**src/rtl/cat_line_filter_core_macros.svh**
```systemverilog
// Assertion macros shared by the line filter RTL.
`ifndef CAT_LINE_FILTER_CORE_MACROS_SVH
`define CAT_LINE_FILTER_CORE_MACROS_SVH

`ifndef SYNTHESIS
`define CLF_ASSERT_ALWAYS(lbl, clk, rstn, prop, msg) \
  lbl: assert property (@(posedge clk) disable iff (!rstn) (prop)) else $error(msg);
`define CLF_ASSERT_NEXT(lbl, clk, rstn, ante, cons, msg) \
  lbl: assert property (@(posedge clk) disable iff (!rstn) (ante) |=> (cons)) else $error(msg);
`else
`define CLF_ASSERT_ALWAYS(lbl, clk, rstn, prop, msg)
`define CLF_ASSERT_NEXT(lbl, clk, rstn, ante, cons, msg)
`endif

`endif

```
**src/rtl/clf_pkg.sv**
```systemverilog
// Types, constants and helper functions of the line filter.
`timescale 1ns / 1ps
package clf_pkg;

  localparam int MAX_RESULTS = 25;
  localparam int CNT_W       = $clog2(MAX_RESULTS + 1);
  localparam int CNT_DIGITS  = 6;
  localparam int DIG_IW      = $clog2(CNT_DIGITS);
  localparam int CFG_IDX_W   = 3;

  localparam logic [7:0] CH_TAB    = 8'd9;
  localparam logic [7:0] CH_LF     = 8'd10;
  localparam logic [7:0] CH_CR     = 8'd13;
  localparam logic [7:0] CH_SPACE  = 8'd32;
  localparam logic [7:0] CH_DOLLAR = 8'd36;
  localparam logic [7:0] CH_MINUS  = 8'd45;
  localparam logic [7:0] CH_ZERO   = 8'd48;
  localparam logic [7:0] CH_QUEST  = 8'd63;
  localparam logic [7:0] CH_UPPERI = 8'd73;
  localparam logic [7:0] CH_UPPERM = 8'd77;
  localparam logic [7:0] CH_CARET  = 8'd94;
  localparam logic [7:0] CH_DEL    = 8'd127;
  localparam logic [7:0] CTRL_LIMIT  = 8'd32;
  localparam logic [7:0] CTRL_OFFSET = 8'd64;

  typedef enum logic [CFG_IDX_W-1:0] {
    REG_NUMBER_ALL,
    REG_NUMBER_NONBLANK,
    REG_SQUEEZE,
    REG_SHOW_ENDS,
    REG_SHOW_TABS,
    REG_SHOW_NONPRINT
  } cfg_reg_t;

  // Output phases in emission order
  typedef enum logic [2:0] {
    ST_IDLE,
    ST_NUM,
    ST_CR,
    ST_BYTE,
    ST_END
  } state_t;

  typedef logic [CNT_DIGITS-1:0][3:0] bcd_t;

  typedef struct packed {
    logic do_num;
    logic do_cr;
    logic do_byte;
    logic do_end;
  } plan_t;

  typedef struct packed {
    state_t phase;
    logic   accept;
    logic   emit;
    logic   last;
  } cmd_t;

  typedef struct packed {
    plan_t plan_now;
    plan_t plan_r;
    logic  phase_end;
    logic  cnt_last;
    logic  out_free;
  } status_t;

  typedef struct packed {
    logic [2:0]      len;
    logic [3:0][7:0] b;
  } vis_t;

  // Expand one byte into its visible form, first byte in b[0]
  function automatic vis_t vis_expand(input logic [7:0] c, input logic tabs,
                                      input logic np);
    vis_t       v;
    logic [7:0] lo;
    logic [1:0] k;
    v  = '0;
    lo = c;
    k  = 2'd0;
    if (c == CH_TAB && tabs) begin
      v.b[0] = CH_CARET;
      v.b[1] = CH_UPPERI;
      v.len  = 3'd2;
    end else if (np) begin
      if (c[7]) begin
        v.b[0] = CH_UPPERM;
        v.b[1] = CH_MINUS;
        k      = 2'd2;
        lo     = {1'b0, c[6:0]};
      end
      if (lo == CH_DEL) begin
        v.b[k]        = CH_CARET;
        v.b[k + 2'd1] = CH_QUEST;
        v.len         = {1'b0, k} + 3'd2;
      end else if (lo < CTRL_LIMIT && lo != CH_TAB && lo != CH_LF) begin
        v.b[k]        = CH_CARET;
        v.b[k + 2'd1] = lo + CTRL_OFFSET;
        v.len         = {1'b0, k} + 3'd2;
      end else begin
        v.b[k] = lo;
        v.len  = {1'b0, k} + 3'd1;
      end
    end else begin
      v.b[0] = c;
      v.len  = 3'd1;
    end
    return v;
  endfunction

  // Saturating decimal increment, holds at all nines
  function automatic bcd_t bcd_inc_sat(input bcd_t v);
    bcd_t r;
    logic carry;
    logic full;
    r     = v;
    carry = 1'b1;
    full  = 1'b1;
    for (int i = 0; i < CNT_DIGITS; i++) begin
      if (v[i] != 4'd9) full = 1'b0;
    end
    if (!full) begin
      for (int i = 0; i < CNT_DIGITS; i++) begin
        if (carry) begin
          if (v[i] == 4'd9) begin
            r[i] = 4'd0;
          end else begin
            r[i]  = v[i] + 4'd1;
            carry = 1'b0;
          end
        end
      end
    end
    return r;
  endfunction

  // First planned phase strictly after cur, idle when none remains
  function automatic state_t next_phase(input plan_t p, input state_t cur);
    state_t s;
    if (cur < ST_NUM && p.do_num) s = ST_NUM;
    else if (cur < ST_CR && p.do_cr) s = ST_CR;
    else if (cur < ST_BYTE && p.do_byte) s = ST_BYTE;
    else if (cur < ST_END && p.do_end) s = ST_END;
    else s = ST_IDLE;
    return s;
  endfunction

endpackage

```
**src/rtl/clf_ctrl.sv**
```systemverilog
// Sequencer that walks the output phases of one input item.
`timescale 1ns / 1ps
`include "cat_line_filter_core_macros.svh"
module clf_ctrl
  import clf_pkg::*;
(
  input  logic    clk,
  input  logic    rst_n,
  input  logic    in_valid,
  output logic    in_ready,
  input  status_t st,
  output cmd_t    cmd
);

  state_t state_r, state_nxt;
  state_t after_cur;

  assign after_cur = next_phase(st.plan_r, state_r);

  always_ff @(posedge clk) begin
    if (!rst_n) begin
      state_r <= ST_IDLE;
    end else begin
      state_r <= state_nxt;
    end
  end

  always_comb begin
    state_nxt = state_r;
    unique case (state_r)
      ST_IDLE: begin
        if (in_valid) state_nxt = next_phase(st.plan_now, ST_IDLE);
      end
      ST_NUM, ST_CR, ST_BYTE, ST_END: begin
        if (st.out_free) begin
          if (st.cnt_last) state_nxt = ST_IDLE;
          else if (st.phase_end) state_nxt = after_cur;
        end
      end
      default: state_nxt = ST_IDLE;
    endcase
  end

  always_comb begin
    in_ready   = 1'b0;
    cmd.phase  = state_r;
    cmd.accept = 1'b0;
    cmd.emit   = 1'b0;
    cmd.last   = 1'b0;
    unique case (state_r)
      ST_IDLE: begin
        in_ready   = 1'b1;
        cmd.accept = in_valid;
      end
      ST_NUM, ST_CR, ST_BYTE, ST_END: begin
        cmd.emit = st.out_free;
        // last byte of the item, or the result budget runs out
        cmd.last = st.cnt_last || (st.phase_end && after_cur == ST_IDLE);
      end
      default: ;
    endcase
  end

  `CLF_ASSERT_NEXT(a_last_ends_item, clk, rst_n, cmd.emit && cmd.last, state_r == ST_IDLE, "item did not end after last byte")
  `CLF_ASSERT_ALWAYS(a_cr_phase_planned, clk, rst_n, state_r != ST_CR || st.plan_r.do_cr, "CR phase entered without held CRs")

endmodule

```
**src/rtl/clf_datapath.sv**
```systemverilog
// Line state, counters, configuration and output byte generation.
`timescale 1ns / 1ps
`include "cat_line_filter_core_macros.svh"
module clf_datapath
  import clf_pkg::*;
#(
  parameter int HELD_CR_MAX  = 8,
  parameter int NUMBER_WIDTH = 6
) (
  input  logic                 clk,
  input  logic                 rst_n,
  input  logic                 cfg_we,
  input  logic [CFG_IDX_W-1:0] cfg_index,
  input  logic                 cfg_data,
  input  logic                 in_func,
  input  logic [7:0]           in_data_byte,
  output logic                 out_valid,
  input  logic                 out_ready,
  output logic [7:0]           out_out_byte,
  output logic                 out_last_of_run,
  input  cmd_t                 cmd,
  output status_t              st
);

  localparam int NUM_LEN_MAX = ((NUMBER_WIDTH > CNT_DIGITS) ? NUMBER_WIDTH : CNT_DIGITS) + 1;
  localparam int IDX_W       = $clog2(NUM_LEN_MAX + 1);
  localparam int HW          = $clog2(HELD_CR_MAX + 1);

  logic number_all_r, number_nb_r, squeeze_r, show_ends_r, show_tabs_r, show_np_r;

  logic          mid_line_r, mid_line_nxt;
  logic [HW-1:0] held_r, held_nxt;
  logic          prev_empty_r, prev_empty_nxt;
  bcd_t          line_r, line_nxt;
  bcd_t          nb_r, nb_nxt;
  logic [HW-1:0] cr_left_r, cr_left_nxt;
  plan_t         plan_r, plan_nxt;
  logic [7:0]    byte_r;
  logic [IDX_W-1:0] idx_r;
  logic [CNT_W-1:0] out_cnt_r;

  logic       out_valid_r;
  logic [7:0] out_byte_r;
  logic       out_last_r;

  // Classify the offered item and work out its state change and output plan
  always_comb begin
    logic fin_empty, fin_nl, start_ne, skip;
    fin_empty      = 1'b0;
    fin_nl         = 1'b0;
    start_ne       = 1'b0;
    skip           = 1'b0;
    plan_nxt       = '0;
    mid_line_nxt   = mid_line_r;
    held_nxt       = held_r;
    prev_empty_nxt = prev_empty_r;
    line_nxt       = line_r;
    nb_nxt         = nb_r;
    cr_left_nxt    = held_r;
    if (in_func) begin
      fin_empty    = (held_r != '0);
      mid_line_nxt = 1'b0;
    end else if (mid_line_r) begin
      if (in_data_byte == CH_LF) begin
        plan_nxt.do_end = 1'b1;
        mid_line_nxt    = 1'b0;
      end else begin
        plan_nxt.do_byte = 1'b1;
      end
    end else if (in_data_byte == CH_LF) begin
      fin_empty = 1'b1;
      fin_nl    = 1'b1;
    end else if (in_data_byte == CH_CR) begin
      if (held_r == HW'(HELD_CR_MAX - 1)) start_ne = 1'b1;
      else held_nxt = held_r + HW'(1);
    end else begin
      start_ne = 1'b1;
    end

    if (start_ne) begin
      prev_empty_nxt   = 1'b0;
      plan_nxt.do_num  = number_all_r || number_nb_r;
      plan_nxt.do_cr   = (held_r != '0);
      plan_nxt.do_byte = 1'b1;
      if (number_nb_r) nb_nxt = bcd_inc_sat(nb_r);
      if (number_all_r) line_nxt = bcd_inc_sat(line_r);
      held_nxt     = '0;
      mid_line_nxt = 1'b1;
    end

    if (fin_empty) begin
      skip           = squeeze_r && prev_empty_r;
      prev_empty_nxt = squeeze_r;
      if (!skip) begin
        plan_nxt.do_num = number_all_r;
        plan_nxt.do_cr  = (held_r != '0);
        plan_nxt.do_end = fin_nl;
        if (number_all_r) line_nxt = bcd_inc_sat(line_r);
      end
      held_nxt     = '0;
      mid_line_nxt = 1'b0;
    end
  end

  // Line number bytes: pad, digits, tab
  bcd_t             num_sel;
  logic [IDX_W-1:0] n_dig, pad_len, num_len, dig_pos;
  logic [3:0]       dig_val;
  logic [7:0]       num_byte;

  always_comb begin
    num_sel = number_all_r ? line_r : nb_r;
    n_dig   = IDX_W'(1);
    for (int i = 1; i < CNT_DIGITS; i++) begin
      if (num_sel[i] != 4'd0) n_dig = IDX_W'(i + 1);
    end
    pad_len = (IDX_W'(NUMBER_WIDTH) > n_dig) ? IDX_W'(NUMBER_WIDTH) - n_dig : '0;
    num_len = pad_len + n_dig + IDX_W'(1);
    dig_pos = pad_len + n_dig - IDX_W'(1) - idx_r;
    dig_val = num_sel[dig_pos[DIG_IW-1:0]];
    if (idx_r < pad_len) num_byte = CH_SPACE;
    else if (idx_r < pad_len + n_dig) num_byte = CH_ZERO | {4'b0, dig_val};
    else num_byte = CH_TAB;
  end

  vis_t cr_vis, byte_vis;
  assign cr_vis   = vis_expand(CH_CR, show_tabs_r, show_np_r);
  assign byte_vis = vis_expand(byte_r, show_tabs_r, show_np_r);

  logic [7:0] cur_byte;
  logic       phase_end;

  always_comb begin
    cur_byte  = CH_LF;
    phase_end = 1'b1;
    case (cmd.phase)
      ST_NUM: begin
        cur_byte  = num_byte;
        phase_end = (idx_r == num_len - IDX_W'(1));
      end
      ST_CR: begin
        cur_byte  = cr_vis.b[idx_r[1:0]];
        phase_end = (idx_r == IDX_W'(cr_vis.len - 3'd1)) && (cr_left_r == HW'(1));
      end
      ST_BYTE: begin
        cur_byte  = byte_vis.b[idx_r[1:0]];
        phase_end = (idx_r == IDX_W'(byte_vis.len - 3'd1));
      end
      ST_END: begin
        cur_byte  = (show_ends_r && idx_r == '0) ? CH_DOLLAR : CH_LF;
        phase_end = show_ends_r ? (idx_r == IDX_W'(1)) : 1'b1;
      end
      default: ;
    endcase
  end

  always_ff @(posedge clk) begin
    if (!rst_n) begin
      number_all_r <= 1'b0;
      number_nb_r  <= 1'b0;
      squeeze_r    <= 1'b0;
      show_ends_r  <= 1'b0;
      show_tabs_r  <= 1'b0;
      show_np_r    <= 1'b0;
    end else if (cfg_we) begin
      unique case (cfg_index)
        REG_NUMBER_ALL:      number_all_r <= cfg_data;
        REG_NUMBER_NONBLANK: number_nb_r  <= cfg_data;
        REG_SQUEEZE:         squeeze_r    <= cfg_data;
        REG_SHOW_ENDS:       show_ends_r  <= cfg_data;
        REG_SHOW_TABS:       show_tabs_r  <= cfg_data;
        REG_SHOW_NONPRINT:   show_np_r    <= cfg_data;
        default: ;
      endcase
    end
  end

  always_ff @(posedge clk) begin
    if (!rst_n) begin
      mid_line_r   <= 1'b0;
      held_r       <= '0;
      prev_empty_r <= 1'b0;
      line_r       <= '0;
      nb_r         <= '0;
      cr_left_r    <= '0;
      plan_r       <= '0;
      idx_r        <= '0;
      out_cnt_r    <= '0;
    end else if (cmd.accept) begin
      mid_line_r   <= mid_line_nxt;
      held_r       <= held_nxt;
      prev_empty_r <= prev_empty_nxt;
      line_r       <= line_nxt;
      nb_r         <= nb_nxt;
      cr_left_r    <= cr_left_nxt;
      plan_r       <= plan_nxt;
      idx_r        <= '0;
      out_cnt_r    <= '0;
    end else if (cmd.emit) begin
      out_cnt_r <= out_cnt_r + CNT_W'(1);
      if (cmd.phase == ST_CR) begin
        // advance through the visible form of each held CR
        if (idx_r == IDX_W'(cr_vis.len - 3'd1)) begin
          idx_r     <= '0;
          cr_left_r <= cr_left_r - HW'(1);
        end else begin
          idx_r <= idx_r + IDX_W'(1);
        end
      end else if (phase_end) begin
        idx_r <= '0;
      end else begin
        idx_r <= idx_r + IDX_W'(1);
      end
    end
  end

  always_ff @(posedge clk) begin
    if (cmd.accept) byte_r <= in_data_byte;
  end

  // Output register parts the sequencer from the downstream stall
  always_ff @(posedge clk) begin
    if (!rst_n) begin
      out_valid_r <= 1'b0;
    end else if (cmd.emit) begin
      out_valid_r <= 1'b1;
    end else if (out_ready) begin
      out_valid_r <= 1'b0;
    end
  end

  always_ff @(posedge clk) begin
    if (cmd.emit) begin
      out_byte_r <= cur_byte;
      out_last_r <= cmd.last;
    end
  end

  assign out_valid       = out_valid_r;
  assign out_out_byte    = out_byte_r;
  assign out_last_of_run = out_last_r;

  assign st.plan_now  = plan_nxt;
  assign st.plan_r    = plan_r;
  assign st.phase_end = phase_end;
  assign st.cnt_last  = (out_cnt_r == CNT_W'(MAX_RESULTS - 1));
  assign st.out_free  = !out_valid_r || out_ready;

  `CLF_ASSERT_ALWAYS(a_cnt_bound, clk, rst_n, out_cnt_r <= CNT_W'(MAX_RESULTS), "result count past limit")
  `CLF_ASSERT_ALWAYS(a_held_bound, clk, rst_n, held_r < HW'(HELD_CR_MAX), "held CR count past bound")

endmodule

```
**src/rtl/cat_line_filter_core.sv**
```systemverilog
// Each input item is taken only while the sequencer is idle; no new item is taken before
// the last output byte of the current one has been emitted. An item with output moves
// the state register out of idle, and each of its bytes then passes the output register.
// The phase sequencer emits one byte per cycle into the output register while it is free.
// Reset (synchronous, rst_n low) clears configuration, line state and counters.
`timescale 1ns / 1ps
module cat_line_filter_core
  import clf_pkg::*;
#(
  parameter int HELD_CR_MAX  = 8,
  parameter int NUMBER_WIDTH = 6
) (
  input  logic                 clk,
  input  logic                 rst_n,
  input  logic                 cfg_we,
  input  logic [CFG_IDX_W-1:0] cfg_index,
  input  logic                 cfg_data,
  input  logic                 in_valid,
  output logic                 in_ready,
  input  logic                 in_func,
  input  logic [7:0]           in_data_byte,
  output logic                 out_valid,
  input  logic                 out_ready,
  output logic [7:0]           out_out_byte,
  output logic                 out_last_of_run
);

  cmd_t    cmd;
  status_t st;

  clf_ctrl u_ctrl (
    .clk      (clk),
    .rst_n    (rst_n),
    .in_valid (in_valid),
    .in_ready (in_ready),
    .st       (st),
    .cmd      (cmd)
  );

  clf_datapath #(
    .HELD_CR_MAX  (HELD_CR_MAX),
    .NUMBER_WIDTH (NUMBER_WIDTH)
  ) u_datapath (
    .clk             (clk),
    .rst_n           (rst_n),
    .cfg_we          (cfg_we),
    .cfg_index       (cfg_index),
    .cfg_data        (cfg_data),
    .in_func         (in_func),
    .in_data_byte    (in_data_byte),
    .out_valid       (out_valid),
    .out_ready       (out_ready),
    .out_out_byte    (out_out_byte),
    .out_last_of_run (out_last_of_run),
    .cmd             (cmd),
    .st              (st)
  );

endmodule

```
**config.mk**
```make
export PLATFORM = sky130hd
export DESIGN_NAME = cat_line_filter_core
export DESIGN_NICKNAME = d
export VERILOG_FILES = /design/src/rtl/clf_pkg.sv /design/src/rtl/clf_ctrl.sv /design/src/rtl/clf_datapath.sv /design/src/rtl/cat_line_filter_core.sv
export VERILOG_INCLUDE_DIRS = /design/src /design/src/rtl
export SDC_FILE = /design/constraint.sdc
export NUM_CORES = 1
export LEC_CHECK = 0
export BUFFER_PORTS_ARGS = -buffer_cell sky130_fd_sc_hd__buf_2
export CAP_MARGIN = 0
export CELL_PAD_IN_SITES_DETAIL_PLACEMENT = 0
export CELL_PAD_IN_SITES_GLOBAL_PLACEMENT = 1
export CORE_ASPECT_RATIO = 1.4
export CORE_MARGIN = 3
export CORE_UTILIZATION = 48
export CTS_CLUSTER_DIAMETER = 40
export DETAILED_ROUTE_END_ITERATION = 10
export HOLD_SLACK_MARGIN = 0.15
export PLACE_DENSITY = 0.81
export RECOVER_POWER = 25
export SLEW_MARGIN = 20
export SYNTH_ARGS = -nofsm -noshare
export SYNTH_HDL_FRONTEND = slang
export SYNTH_HIERARCHICAL = 1
export SYNTH_SLANG_ARGS = --single-unit
```
**constraint.sdc**
```tcl
create_clock -name clk -period 4.2 [get_ports clk]
set_input_delay 0.84 -clock clk [delete_from_list [all_inputs] [get_ports clk]]
set_output_delay 0.84 -clock clk [all_outputs]
set_load 0.005 [all_outputs]
```
; ---- Yosys cells after proc, flatten, opt, wreduce, memory -nomap -nowiden
; Cells that the tools add are included.
[classes]
add_sub_neg = 28
n_lt_le_gt_ge = 14
n_eq_ne = 59
muxes = 218
n_bitwise = 8
n_reduce_logical = 57
[op_table]
columns = operator, n
row1 = 2-to-1 mux 24 bit, 9
row2 = 2-to-1 mux 4 bit, 34
row3 = 2-to-1 mux 1 bit, 113
row4 = "inequality test 4 bit, second input constant", 18
row5 = 2-to-1 mux 35 bit, 2
row6 = 2-to-1 mux 3 bit, 22
row7 = bitwise mux 32 bit, 2
row8 = 2-to-1 mux 16 bit, 4
row9 = 2-to-1 mux 8 bit, 8
row10 = "adder 4 x 1 -> 4 bit, second input constant", 13
row11 = "equality test 4 bit, second input constant", 12
row12 = binary-select mux 8 bit (select 2 bit), 2
row13 = demux 8 bit (select 2 bit), 2
row14 = case mux 8 bit (4 select lines), 1
row15 = AND reduction 5 bit, 5
row16 = "equality test 8 x 4 -> 1 bit, second input constant", 3
row17 = bitwise OR 24 bit, 1
row18 = nonzero test 4 bit, 6
row19 = 2-to-1 mux 2 bit, 11
row20 = AND reduction 3 bit, 7
row21 = bitwise OR 10 x 20 -> 20 bit, 1
row22 = "inequality test 8 x 4 -> 1 bit, second input constant", 2
row23 = AND reduction 2 bit, 8
row24 = 2-to-1 mux 14 bit, 1
row25 = other kinds (53), 97
[word_totals]
ff_bits = 97
inputBits = 18
out_inout_bits = 11
wordCells = 417

; ---- Logic depth before layout (Yosys ltp)
[depth]
ltp_word = 39
depth_mapped = 19
depth_no_buf = 17

; ---- Cells and area by module
; Netlist, hierarchy kept.
[modules_own_cells]
columns = mod, instances, cells_per_inst, area_per_inst_um2, seq_area_each_um2
row1 = clf_datapath, 1, 708, 6078.3, 2052.0
row2 = clf_ctrl, 1, 52, 355.3, 60.1

; ---- Worst setup path after synthesis
; OpenSTA, ideal clock, no wires.
[synth_path]
path_type = register to register
start = register u_datapath.byte_r[2]
end = register u_ctrl.state_r[0]
setup_time_ps = 118
arrival_time_ps = 3739
required_ps = 4082
path_slack_ps = 344
path_stages_with_launch = 19
path_buffers = 1
period_less_slack_ps = 3856
cell_sequence = edfxtp_1 or3b_1 o21ai_2 inv_1 ha_1 o21a_1 a21oi_1 ha_1 a21oi_1 xnor2_1 and4b_1 or4b_1 nand2_1 a311o_1 buf_4 o21ai_1 o32ai_1 o21ai_1 o2111a_1
[synth_between]
elab_chain_len = 14
elab_cells_between_ends = 19
cone_classes = 1 x add/sub / 1 x order compare / 6 x eq/ne / 7 x mux / 4 x reduce/logical
[synth_rtl]
columns = item, line_no
row1 = from (decl), clf_datapath.sv:38  ; logic [7:0] byte_r;
row2 = from (signal assigned), clf_datapath.sv:218  ; if (cmd.accept) byte_r <= in_data_byte;
row3 = 2-to-1 mux 8 bit, clf_pkg.sv:86  ; end else if (np) begin
row4 = 2-to-1 mux 8 bit, clf_pkg.sv:82  ; if (c == CH_TAB && tabs) begin
row5 = < comparator 8 x 6 -> 1 bit or inequality test 8 x 4 -> 1 bit (tied branches), clf_pkg.sv:97  ; end else if (lo < CTRL_LIMIT && lo != CH_TAB && lo != CH_LF) begin
row6 = logical AND 1 bit (2 in series), clf_pkg.sv:97
row7 = 2-to-1 mux 35 bit, clf_pkg.sv:97
row8 = 2-to-1 mux 35 bit, clf_pkg.sv:93  ; if (lo == CH_DEL) begin
row9 = 2-to-1 mux 3 bit, clf_pkg.sv:86
row10 = 2-to-1 mux 3 bit (*), clf_pkg.sv:82
row11 = subtractor 3 x 1 -> 3 bit (*), clf_datapath.sv:147  ; phase_end = (idx_r == IDX_W'(byte_vis.len - 3'd1));
row12 = equality test 3 bit (*), clf_datapath.sv:147
row13 = case mux 1 bit (4 select lines) (*), clf_datapath.sv:136  ; case (cmd.phase)
row14 = via u_datapath.phase_end, clf_datapath.sv:131  ; logic phase_end;
row15 = inequality test 3 x 1 -> 1 bit (no source line) (*), n/a
row16 = AND reduction 3 bit (no source line) (*), n/a
row17 = to (signal assigned), clf_ctrl.sv:24  ; state_r <= state_nxt;
row18 = to (decl), clf_ctrl.sv:15  ; state_t state_r, state_nxt;
; The timed path passes the listed nets; every way through them passes the cells marked *. The select of a mux whose other input is x is not followed.
; A chain may end at the register's enable or synchronous reset.

==> impl_metrics.json <==
{
  "status": "finished with violations",
  "violations": "max-capacitance violations, max-slew violations",
  "syn_nets": 795,
  "wl_met1_um": 6929,
  "drc_errors": 0,
  "syn_area_mm2": 0.006400,
  "layout.nets": 828,
  "p_leak_nw": 2.625,
  "clk_latency_ns": 0.35,
  "syn_area_per_cell_um2": 8.454,
  "hpwl_um": 13670,
  "worstMarginPinSlew_ns": 1.579,
  "final_cell_area_mm2": 0.007103,
  "final_cells": 973,
  "drive_gt1_share_pct": 11.57,
  "setup_violations": 0,
  "cp_cell_sequence": "or4_1 > or2_2 > a32oi_1 > a211o_1 > inv_2 > ha_1 > nor2_1 > a21oi_1 > xnor2_1 > and4b_1 > or4b_1 > nand2_1 > a311o_1 > o21ai_2 > a21oi_1 > o21ai_0 > a31oi_1",
  "grt_max_degree": 48,
  "report.final.slew_viol_count": 48,
  "antenna_found_initial": 0,
  "final_util_pct": 54.91,
  "drtPass1Iterations": 5,
  "crit_type": "reg2reg",
  "area_delta_synth_final_pct": 10.99,
  "coreArea_mm2": 0.01294,
  "dp_slack_ns": 0.2526,
  "die_h_um": 142.6,
  "die-area_mm2": 0.01477,
  "clock.fmax_mhz": 254.1,
  "rows": 49,
  "cts_made_buffers": 9,
  "power.total_mw": 2.991,
  "cap_viol_max_count": 1,
  "holdWs_ns": 0.5185,
  "multi_input_area_mm2": 0.004028,
  "finClkSkew_ns": 0.007709,
  "peakVddDrop_mv": 0.2217,
  "slowest_stage": "or4_1",
  "hold_class": "reg2reg",
  "dr_wl_met3_um": 638,
  "clock-sinks": 96,
  "cts_tree": "built",
  "post_drt_wl_per_cell_um": 18.43,
  "vias_per_cell": 5.978,
  "path_max_fanout": 7,
  "critPathArrivalTime_ns": 4.21,
  "grt_first_pass_wirelength_um": 28900,
  "dpl_cell_area_mm2": 0.006795,
  "power_density_mw_per_mm2": 421.0,
  "final-seq-area_mm2": 0.002092,
  "start_util_pct": 49.47,
  "path_common_cell": "a21oi_1",
  "rsz0062_at_grt": "no",
  "first_iter_violations": 280,
  "clk_pin_slew_ns": 0.07,
  "min_period_over_period_pct": 93.71,
  "wl_met2_um": 9877,
  "io_pins": 29,
  "hold_viol_final": 0,
  "synthCells": 757,
  "ys.warnings.count": 6,
  "cp-start-kind": "register",
  "cts_root_buf": "clkbuf_16",
  "dp_cells": 956,
  "wirelength_um": 17930,
  "grt_usage_pct": 24.24,
  "layout_min_cycle_time_ns": 3.936,
  "cp-end-kind": "register",
  "numPortBuffers": 28,
  "routabilityCongestion": 0.9072,
  "setup-tns-final_ns": 0,
  "slowest_delay_ns": 0.56,
  "setup_slack_ns": 0.2644,
  "clk_path_buf_depth": 2,
  "ant_nets": 0,
  "grt_pass1_vias": 5748,
  "highest_layer": "met4",
  "grt-ovfl-total": 0,
  "relSlewSlack_pct": -5.409,
  "nFillCells": 1221,
  "num_antenna_cells": 0,
  "critPathRequiredTime_ns": 4.48,
  "dr_total_vias": 5817,
  "die_x_um": 103.6,
  "h-tree-depth": 3
}
## placed cells by master, fill, tap and decap left out, types with 5 or more instances in the layout
cell type / instances
nor2b_1: 16
nand2_1: 79
nor4_1: 13
buf_2: 16
o21ai_0: 25
clkbuf_1: 14
xor2_1: 19
buf_4: 25
a21oi_1: 56
or3_1: 11
nor3_1: 10
mux2i_1: 24
nand3_1: 32
a31oi_1: 9
clkbuf_16: 11
edfxtp_1: 17
and3_1: 5
nor2_1: 79
o21a_1: 9
ha_1: 19
nand2b_1: 22
o32ai_1: 8
nand4_1: 15
dfxtp_1: 79
xnor2_1: 13
or4_1: 7
inv_1: 32
mux4_2: 12
nor3b_1: 11
## layer usage
metal	vias up	track usage, %
met5	-	0
met4	0	9.174
met3	37	3.483
met2	140	47.76
met1	2787	26.13
li1	2853	-
## critical path, delay by kind of cell (launching register included)
kind | cells | cell delay, ns
compound gates | 8 | 1.21
flops | 1 | 0.36
xor+xnor | 1 | 0.13
fa+ha+maj | 1 | 0.34
buf+inv | 1 | 0.06
simple gates | 6 | 1.78
## flip-flops by register name (all words and copies together) (netlist names), 3 cells and up
register                 cells
u_datapath/idx_r             3
u_ctrl/state_r               3
u_datapath/byte_r            8
u_datapath/cr_left_nxt       4
u_datapath/line_r           24
u_datapath/st                3
u_datapath/nb_r             24
u_datapath/out_out_byte      8
u_datapath/out_cnt_r         5
u_datapath/cr_left_r         4
## what timing repair did
| item | in CTS | in global routing |
|---|---|---|
| resized for setup | 0 | 1 |
| setup buffers | 0 | 1 |
| hold buffers | 0 | 0 |
| setup endpoints to repair | 0 | 2 |
| hold endpoints to repair | 0 | 0 |
## power breakdown
group / internal [mW] / switching, mW / total [mW]
clock: 0.497 / 0.372 / 0.869
combinational: 0.359 / 0.589 / 0.948
sequential: 1.08 / 0.0979 / 1.17
## layout make-up
cell class / instances / share of cell area [%]
Clock inverter: 3 / 0.3875
Sequential cell: 96 / 29.45
Timing Repair Buffer: 54 / 4.457
Multi-Input combinational cell: 596 / 56.70
Clock buffer: 13 / 4.122
Tap cell: 178 / 3.135
Inverter: 33 / 1.744
## worst paths after layout
path | from | end | slack [ns] | cells past startpoint
worst min-delay path | u_datapath/nb_r[7]$_SDFFE_PN0P_ | u_datapath/nb_r[7]$_SDFFE_PN0P_ | 0.52 | 2
worst min register to register | u_datapath/nb_r[7]$_SDFFE_PN0P_ | u_datapath/nb_r[7]$_SDFFE_PN0P_ | 0.52 | 2
worst max register to register | u_datapath/nb_r[16]$_SDFFE_PN0P_ | u_ctrl/state_r[1]$_SDFFE_PN0P_ | 0.26 | 17
worst max-delay path | u_datapath/nb_r[16]$_SDFFE_PN0P_ | u_ctrl/state_r[1]$_SDFFE_PN0P_ | 0.26 | 17
Power figures use the tool's default switching activity.
